**config.mk**
```make
export PLATFORM = sky130hd
export DESIGN_NAME = eia2_front
export DESIGN_NICKNAME = d
export VERILOG_FILES = /design/src/rtl/eia2_pkg.sv /design/src/rtl/eia2_front.sv
export SDC_FILE = /design/constraint.sdc
export NUM_CORES = 1
export LEC_CHECK = 0
export BUFFER_PORTS_ARGS = -buffer_cell sky130_fd_sc_hd__buf_2
export CAP_MARGIN = 20
export CORE_ASPECT_RATIO = 1.75
export CORE_MARGIN = 1.5
export CORE_UTILIZATION = 50
export DETAILED_ROUTE_END_ITERATION = 12
export GPL_ROUTABILITY_DRIVEN = 1
export PLACE_DENSITY = 0.76
export SYNTH_ARGS = -nofsm -noshare
export SYNTH_HDL_FRONTEND = slang
export SYNTH_SLANG_ARGS = --single-unit
```
**constraint.sdc**
```tcl
create_clock -name clk -period 5.83 [get_ports clk]
set_clock_uncertainty 0.05 [all_clocks]
set_input_delay 0.8745 -clock clk [delete_from_list [all_inputs] [get_ports clk]]
set_output_delay 0.8745 -clock clk [all_outputs]
set_load 0.1 [all_outputs]
```
**src/rtl/eia2_pkg.sv**
```systemverilog
// Shared types, constants and AES helper functions for the EIA2 tag block.
package eia2_pkg;

	localparam int WordBits = 64;
	localparam logic [7:0] CmacRb = 8'h87;

	localparam logic [2:0] RegKeyHigh = 3'd0;
	localparam logic [2:0] RegKeyLow = 3'd1;
	localparam logic [2:0] RegCount = 3'd2;
	localparam logic [2:0] RegBearer = 3'd3;
	localparam logic [2:0] RegDir = 3'd4;

	// One queued item from the front end to the back end.
	typedef struct packed {
		logic [63:0] word;
		logic [6:0]  nbits;
		logic        last;
	} item_t;

	typedef enum logic [2:0] {
		ST_IDLE,
		ST_SUBKEY,
		ST_ABSORB,
		ST_FINAL,
		ST_OUT
	} state_t;

	function automatic logic [7:0] sbox(input logic [7:0] a);
		logic [7:0] t [256];
		t = '{
		8'h63,8'h7c,8'h77,8'h7b,8'hf2,8'h6b,8'h6f,8'hc5,8'h30,8'h01,8'h67,8'h2b,8'hfe,8'hd7,8'hab,8'h76,
		8'hca,8'h82,8'hc9,8'h7d,8'hfa,8'h59,8'h47,8'hf0,8'had,8'hd4,8'ha2,8'haf,8'h9c,8'ha4,8'h72,8'hc0,
		8'hb7,8'hfd,8'h93,8'h26,8'h36,8'h3f,8'hf7,8'hcc,8'h34,8'ha5,8'he5,8'hf1,8'h71,8'hd8,8'h31,8'h15,
		8'h04,8'hc7,8'h23,8'hc3,8'h18,8'h96,8'h05,8'h9a,8'h07,8'h12,8'h80,8'he2,8'heb,8'h27,8'hb2,8'h75,
		8'h09,8'h83,8'h2c,8'h1a,8'h1b,8'h6e,8'h5a,8'ha0,8'h52,8'h3b,8'hd6,8'hb3,8'h29,8'he3,8'h2f,8'h84,
		8'h53,8'hd1,8'h00,8'hed,8'h20,8'hfc,8'hb1,8'h5b,8'h6a,8'hcb,8'hbe,8'h39,8'h4a,8'h4c,8'h58,8'hcf,
		8'hd0,8'hef,8'haa,8'hfb,8'h43,8'h4d,8'h33,8'h85,8'h45,8'hf9,8'h02,8'h7f,8'h50,8'h3c,8'h9f,8'ha8,
		8'h51,8'ha3,8'h40,8'h8f,8'h92,8'h9d,8'h38,8'hf5,8'hbc,8'hb6,8'hda,8'h21,8'h10,8'hff,8'hf3,8'hd2,
		8'hcd,8'h0c,8'h13,8'hec,8'h5f,8'h97,8'h44,8'h17,8'hc4,8'ha7,8'h7e,8'h3d,8'h64,8'h5d,8'h19,8'h73,
		8'h60,8'h81,8'h4f,8'hdc,8'h22,8'h2a,8'h90,8'h88,8'h46,8'hee,8'hb8,8'h14,8'hde,8'h5e,8'h0b,8'hdb,
		8'he0,8'h32,8'h3a,8'h0a,8'h49,8'h06,8'h24,8'h5c,8'hc2,8'hd3,8'hac,8'h62,8'h91,8'h95,8'he4,8'h79,
		8'he7,8'hc8,8'h37,8'h6d,8'h8d,8'hd5,8'h4e,8'ha9,8'h6c,8'h56,8'hf4,8'hea,8'h65,8'h7a,8'hae,8'h08,
		8'hba,8'h78,8'h25,8'h2e,8'h1c,8'ha6,8'hb4,8'hc6,8'he8,8'hdd,8'h74,8'h1f,8'h4b,8'hbd,8'h8b,8'h8a,
		8'h70,8'h3e,8'hb5,8'h66,8'h48,8'h03,8'hf6,8'h0e,8'h61,8'h35,8'h57,8'hb9,8'h86,8'hc1,8'h1d,8'h9e,
		8'he1,8'hf8,8'h98,8'h11,8'h69,8'hd9,8'h8e,8'h94,8'h9b,8'h1e,8'h87,8'he9,8'hce,8'h55,8'h28,8'hdf,
		8'h8c,8'ha1,8'h89,8'h0d,8'hbf,8'he6,8'h42,8'h68,8'h41,8'h99,8'h2d,8'h0f,8'hb0,8'h54,8'hbb,8'h16};
		return t[a];
	endfunction

	function automatic logic [7:0] xtime(input logic [7:0] a);
		return {a[6:0], 1'b0} ^ (a[7] ? 8'h1b : 8'h00);
	endfunction

	// Byte i of a block sits at bits [127-8i -: 8].
	function automatic logic [127:0] aes_round(input logic [127:0] s, input logic [127:0] rk,
			input logic is_last);
		logic [7:0] t [16];
		logic [7:0] a0, a1, a2, a3, x;
		logic [127:0] o;
		for (int c = 0; c < 4; c++)
			for (int i = 0; i < 4; i++)
				t[c*4+i] = sbox(s[127-8*(((c+i)%4)*4+i) -: 8]);
		if (!is_last) begin
			for (int c = 0; c < 4; c++) begin
				a0 = t[c*4]; a1 = t[c*4+1]; a2 = t[c*4+2]; a3 = t[c*4+3];
				x = a0 ^ a1 ^ a2 ^ a3;
				t[c*4]   = a0 ^ x ^ xtime(a0 ^ a1);
				t[c*4+1] = a1 ^ x ^ xtime(a1 ^ a2);
				t[c*4+2] = a2 ^ x ^ xtime(a2 ^ a3);
				t[c*4+3] = a3 ^ x ^ xtime(a3 ^ a0);
			end
		end
		for (int i = 0; i < 16; i++)
			o[127-8*i -: 8] = t[i];
		return o ^ rk;
	endfunction

	function automatic logic [127:0] key_next(input logic [127:0] k, input logic [7:0] rc);
		logic [31:0] w0, w1, w2, w3, g;
		w0 = k[127:96]; w1 = k[95:64]; w2 = k[63:32]; w3 = k[31:0];
		g = {sbox(w3[23:16]) ^ rc, sbox(w3[15:8]), sbox(w3[7:0]), sbox(w3[31:24])};
		w0 = w0 ^ g; w1 = w1 ^ w0; w2 = w2 ^ w1; w3 = w3 ^ w2;
		return {w0, w1, w2, w3};
	endfunction

	function automatic logic [127:0] dbl(input logic [127:0] v);
		return {v[126:0], 1'b0} ^ {120'd0, (v[127] ? CmacRb : 8'h00)};
	endfunction

endpackage

```
**src/rtl/eia2_front.sv**
```systemverilog
// Front end: takes input items, saturates the bit count and queues them.
module eia2_front (
	input  logic                 clk,
	input  logic                 arst_n,
	input  logic                 valid,
	output logic                 stall,
	input  logic [63:0]          data_word,
	input  logic [6:0]           valid_bits,
	input  logic                 last_word,
	output logic                 q_valid,
	output eia2_pkg::item_t      q_item,
	input  logic                 q_pop
);
	eia2_pkg::item_t mem_q [2];
	logic [1:0] cnt_q;
	logic       wr_q, rd_q;
	logic       push;
	eia2_pkg::item_t it;

	assign stall = (cnt_q == 2'd2);
	assign push = valid && !stall;
	assign q_valid = (cnt_q != 2'd0);
	assign q_item = mem_q[rd_q];

	always_comb begin
		it.word = data_word;
		it.last = last_word;
		// Non-last words always carry a full word.
		if (!last_word || valid_bits > 7'd64)
			it.nbits = 7'd64;
		else
			it.nbits = valid_bits;
	end

	always_ff @(posedge clk) begin
		if (push)
			mem_q[wr_q] <= it;
	end

	always_ff @(posedge clk or negedge arst_n) begin
		if (!arst_n) begin
			cnt_q <= '0;
			wr_q <= 1'b0;
			rd_q <= 1'b0;
		end else begin
			if (push)
				wr_q <= ~wr_q;
			if (q_pop)
				rd_q <= ~rd_q;
			cnt_q <= cnt_q + {1'b0, push} - {1'b0, q_pop};
		end
	end
endmodule

```
== Word-level counts from Yosys, hierarchy flattened ==
Memories as Yosys holds them, arrays and structs flattened.
Index checks and enable logic that the tools add are counted.
Storage, ports and cells
  bits in writable memories: 144
  bits in latches: 0
  bits in read-only memories: 0
  register bits after elaboration: 4
  output and inout port bits: 74
  memories: 1
Memories
  mem_q: words 2, bits a word 72, rd ports 1, clocked after memory_dff 0, wr ports 1, line eia2_front.sv:14  | eia2_pkg::item_t mem_q [2];
Operators by class
  eq/ne operators: 1
  reduce and logical (&&, ||, !) cells: 5
  $mul: 0
  multiplexer cells: 3
  order comparisons: 1
  add/subtract/negate cells: 2
  shift-type cells: 0
  div/mod/pow operators: 0
  bitwise operators: 2
Operator list (number)
  $gt A7 B7 Y1 const B: 1
  $mux W7: 1
  $add A2 B1 Y2: 1
  $eq A2 B2 Y1 const B: 1
  $logic_not A1 Y1: 2
  $mux W1: 2
  $not A1 Y1: 2
  $reduce_bool A2 Y1: 1
  $sub A2 B1 Y2: 1
  $logic_and A1 B1 Y1: 1
  $logic_or A1 B1 Y1: 1

== Logic depth before layout (Yosys ltp) ==
  depth in word-level cells: 5
  mapped depth: 7
  depth with buffers taken out: 7

== Worst setup path before layout ==
No wires, ideal clock.
  path type: input-to-reg
  from: in valid
  to: mem mem_q[0][0] (netlist name), enable pin
  stages on the path: 2
  arrival: 3.974 ns
  path slack: 1.303 ns
  required time: 5.278 ns
  library setup time: 0.502 ns
  cells stage by stage: nand2_1 nor2_1
Between the ends
  cells in the longest elaborated chain, start to end: 3
RTL lines
  from (decl): line eia2_front.sv:5  | input logic valid,
  $logic_and A1 B1 Y1: line eia2_front.sv:21  | assign push = valid && !stall;
  $mux W1: line eia2_front.sv:36  | if (push)
  $mux W1 (not written as such): line eia2_front.sv:37  | mem_q[wr_q] <= it;
  to (decl): line eia2_front.sv:14
No other way between the ends.

==> flow_metrics.tcl <==
set metrics [dict create \
    htreeDepth 4 \
    setup_total_negative_slack_ps 0 \
    cts.repair.resized 0 \
    ioPinCount 150 \
    crit_fanout 43 \
    rsz0062_at_grt "no" \
    ctsHoldBuffers 0 \
    synth.ff_latch_count 148 \
    finalNonFillerCells 556 \
    drv_slew 0 \
    synthArstFlopShare_pct 2.70 \
    drt-initial-drc-count 104 \
    critPathLaunchType "flop" \
    gp_congestion 0.702 \
    worst_pin_slew_ps 1030 \
    end_kind "output port" \
    drt-vias-per-instance 5.03 \
    grt_antenna_before_repair 0 \
    numPortBuffers 149 \
    cpMaxStageDelayCell "dfrtp_4" \
    finalHoldViolCount 0 \
    yosysWarnings 0 \
    yosysUniqueCellTypes 17 \
    drt_pass1_iterations 4 \
    reg2reg_depth 4 \
    drc 0 \
    slowest_delay_ps 930 \
    dpl.cell_count 524 \
    start_util_pct 51.5 \
    worstSkewPairLatency_ps 410 \
    netlist_area_sq_mm 0.00579 \
    critPathKind "flop to output port" \
    synth.avg_cell_area_sq_um 23.2 \
    finalCriticalPeriod_ps 3570 \
    timing.final.crit_share_pct 61.2 \
    clockBufferDepth 2 \
    dp_hpwl_mm 6.38 \
    ant_nets 0 \
    post-cts-setup-buffer-count 0 \
    reg2reg_slack_ps 3320 \
    die_h_um 145 \
    seq_area_frac_synth_pct 76.5 \
    die_width_um 84.3 \
    worstPathArrival_ps 2640 \
    grt.overflow.total 0 \
    grt_max_degree 73 \
    routed_wl_mm 9.72 \
    area_growth_pct 24.1 \
    num_rows 51 \
    vias 2794 \
    synth.net_count 327 \
    slew_headroom_pct 31.5 \
    reg2reg_to "mem_q[0][26]$_DFFE_PP_" \
    dieArea_sq_mm 0.0123 \
    clkTransAtPathRegs_ps 60 \
    status "finished, final reports clean" \
    ys.flop_type "edfxtp_1" \
    grt_pass1_wl_mm 15.0 \
    fin_nets 489 \
    grt_pass1_vias 3029 \
    cap_viol_max_count 0 \
    core_area_sq_mm 0.0112 \
    clock_sinks 148 \
    path_cells "buf_4 -> mux2_4 -> buf_2" \
    cp.required_ps 4910 \
    cts-buffers-inserted 17 \
    cts_root_buf "clkbuf_16" \
    tritoncts "yes" \
    setup_viol 0 \
    r2r-start "cnt_q[1]$_DFF_PN0_" \
    min_path_type "input pin to async pin" \
    clock.fmax_mhz 280 \
    synth-edff-count 144 \
    diodes 0 \
    grt.total_usage_pct 16.5 \
    syn_inst 249 \
    drive_gt1_share_pct 60.4 \
    wire_per_inst_um 17.5 \
    fill_cells 831 \
]
==> routing by layer <==
| metal | vias to the layer above | share of wire (%) | track usage [%] |
|---|---|---|---|
| met5 | - | 0 | 0 |
| met4 | 0 | 4.4 | 12.0 |
| met3 | 31 | 5.5 | 4.15 |
| met2 | 114 | 55 | 28.4 |
| met1 | 1348 | 35 | 17.0 |
| li1 | 1301 | - | - |
==> critical path: cells and delay by family (launching register included) <==
| family | cells | cell delay, ps |
|---|---|---|
| buf+inv | 2 | 1020 |
| flops | 1 | 930 |
| mux | 1 | 270 |
==> worst max path at each step <==
| stage | start | to | slack, ps | cells past startpoint |
|---|---|---|---|---|
| 3_3_place_gp | rd_q$_DFFE_PN0P_ | q_item[30] | 2640 | 3 |
| 6_report | rd_q$_DFFE_PN0P_ | q_item[30] | 2260 | 3 |
| 2_1_floorplan | valid | mem_q[0][0]$_DFFE_PP_ | 1300 | 2 |
| 5_1_grt | rd_q$_DFFE_PN0P_ | q_item[63] | 2130 | 3 |
| 4_1_cts | rd_q$_DFFE_PN0P_ | q_item[60] | 2190 | 3 |
| 3_5_place_dp | rd_q$_DFFE_PN0P_ | q_item[60] | 2630 | 3 |
==> area by class of cell <==
type                    count  area (sq um)  share of cell area [%]
clock inverters            14           175                    2.44
inverters                   3          11.3                   0.157
clock buffers              18           429                    5.98
flip-flops and latches    148          4430                    61.7
well taps                 132           165                    2.30
repair buffers            151           761                    10.6
multi-input cells          90          1210                    16.9
==> synth_stat cells (all sizes together), types with 2 or more instances <==
| master | n | area share (%) |
|---|---|---|
| inv | 3 | 0.19 |
| edfxtp | 144 | 75 |
| mux2 | 72 | 18 |
| ha | 2 | 0.43 |
| and2 | 6 | 0.65 |
| buf | 8 | 2.6 |
| xnor2 | 3 | 0.45 |
| dfrtp | 4 | 1.7 |
==> registers in the layout, summed over array words and instances (netlist names) <==
signal and cells:
cnt_q 2, mem_q 144, rd_q 1, wr_q 1
==> cells in the final DEF, fill, tap and decap left out <==
master and n:
clkbuf_1 1, clkinv_1 2, mux2_2 3, buf_4 2, inv_6 5, bufinv_16 3, clkbuf_16 17, edfxtp_1 144
nand2b_1 1, buf_2 149, clkinv_4 3, clkinvlp_4 1, inv_1 3, dfrtp_1 3, mux2_4 69, xnor2_1 3
nand2_1 1, and2_1 6, ha_1 2, nor2_4 1, dfrtp_4 1, or2_2 1, xor2_1 1, nor2b_1 1
and3_4 1
==> per-stage QoR <==
| stage | area, sq um | setup WS (ps) | utilization (%) | hold WS (ps) |
|---|---|---|---|---|
| 3_5_place_dp | 6580 | 2630 | 58.6 | 446 |
| 6_report | 7180 | 2260 | 63.9 | 215 |
| 4_1_cts | 7180 | 2190 | 63.9 | 196 |
| 5_1_grt | 7180 | 2130 | 63.9 | 200 |
| 3_3_place_gp | 6580 | 2640 | 58.6 | 429 |
| 2_1_floorplan | 5790 | 1300 | - | 410 |
==> cell families (layout without fill, tap and decap cells) <==
kind of cell	after synthesis	count (layout)	share of synthesized area, %
flops	148	148	76.5
mux	72	72	18.5
simple gates	12	12	1.21
buf+inv	11	186	2.81
xor+xnor	4	4	0.606
fa+ha+maj	2	2	0.432
Power is not shown: default switching activity piles up to over one toggle a cycle in this logic, so the estimate is an artifact.
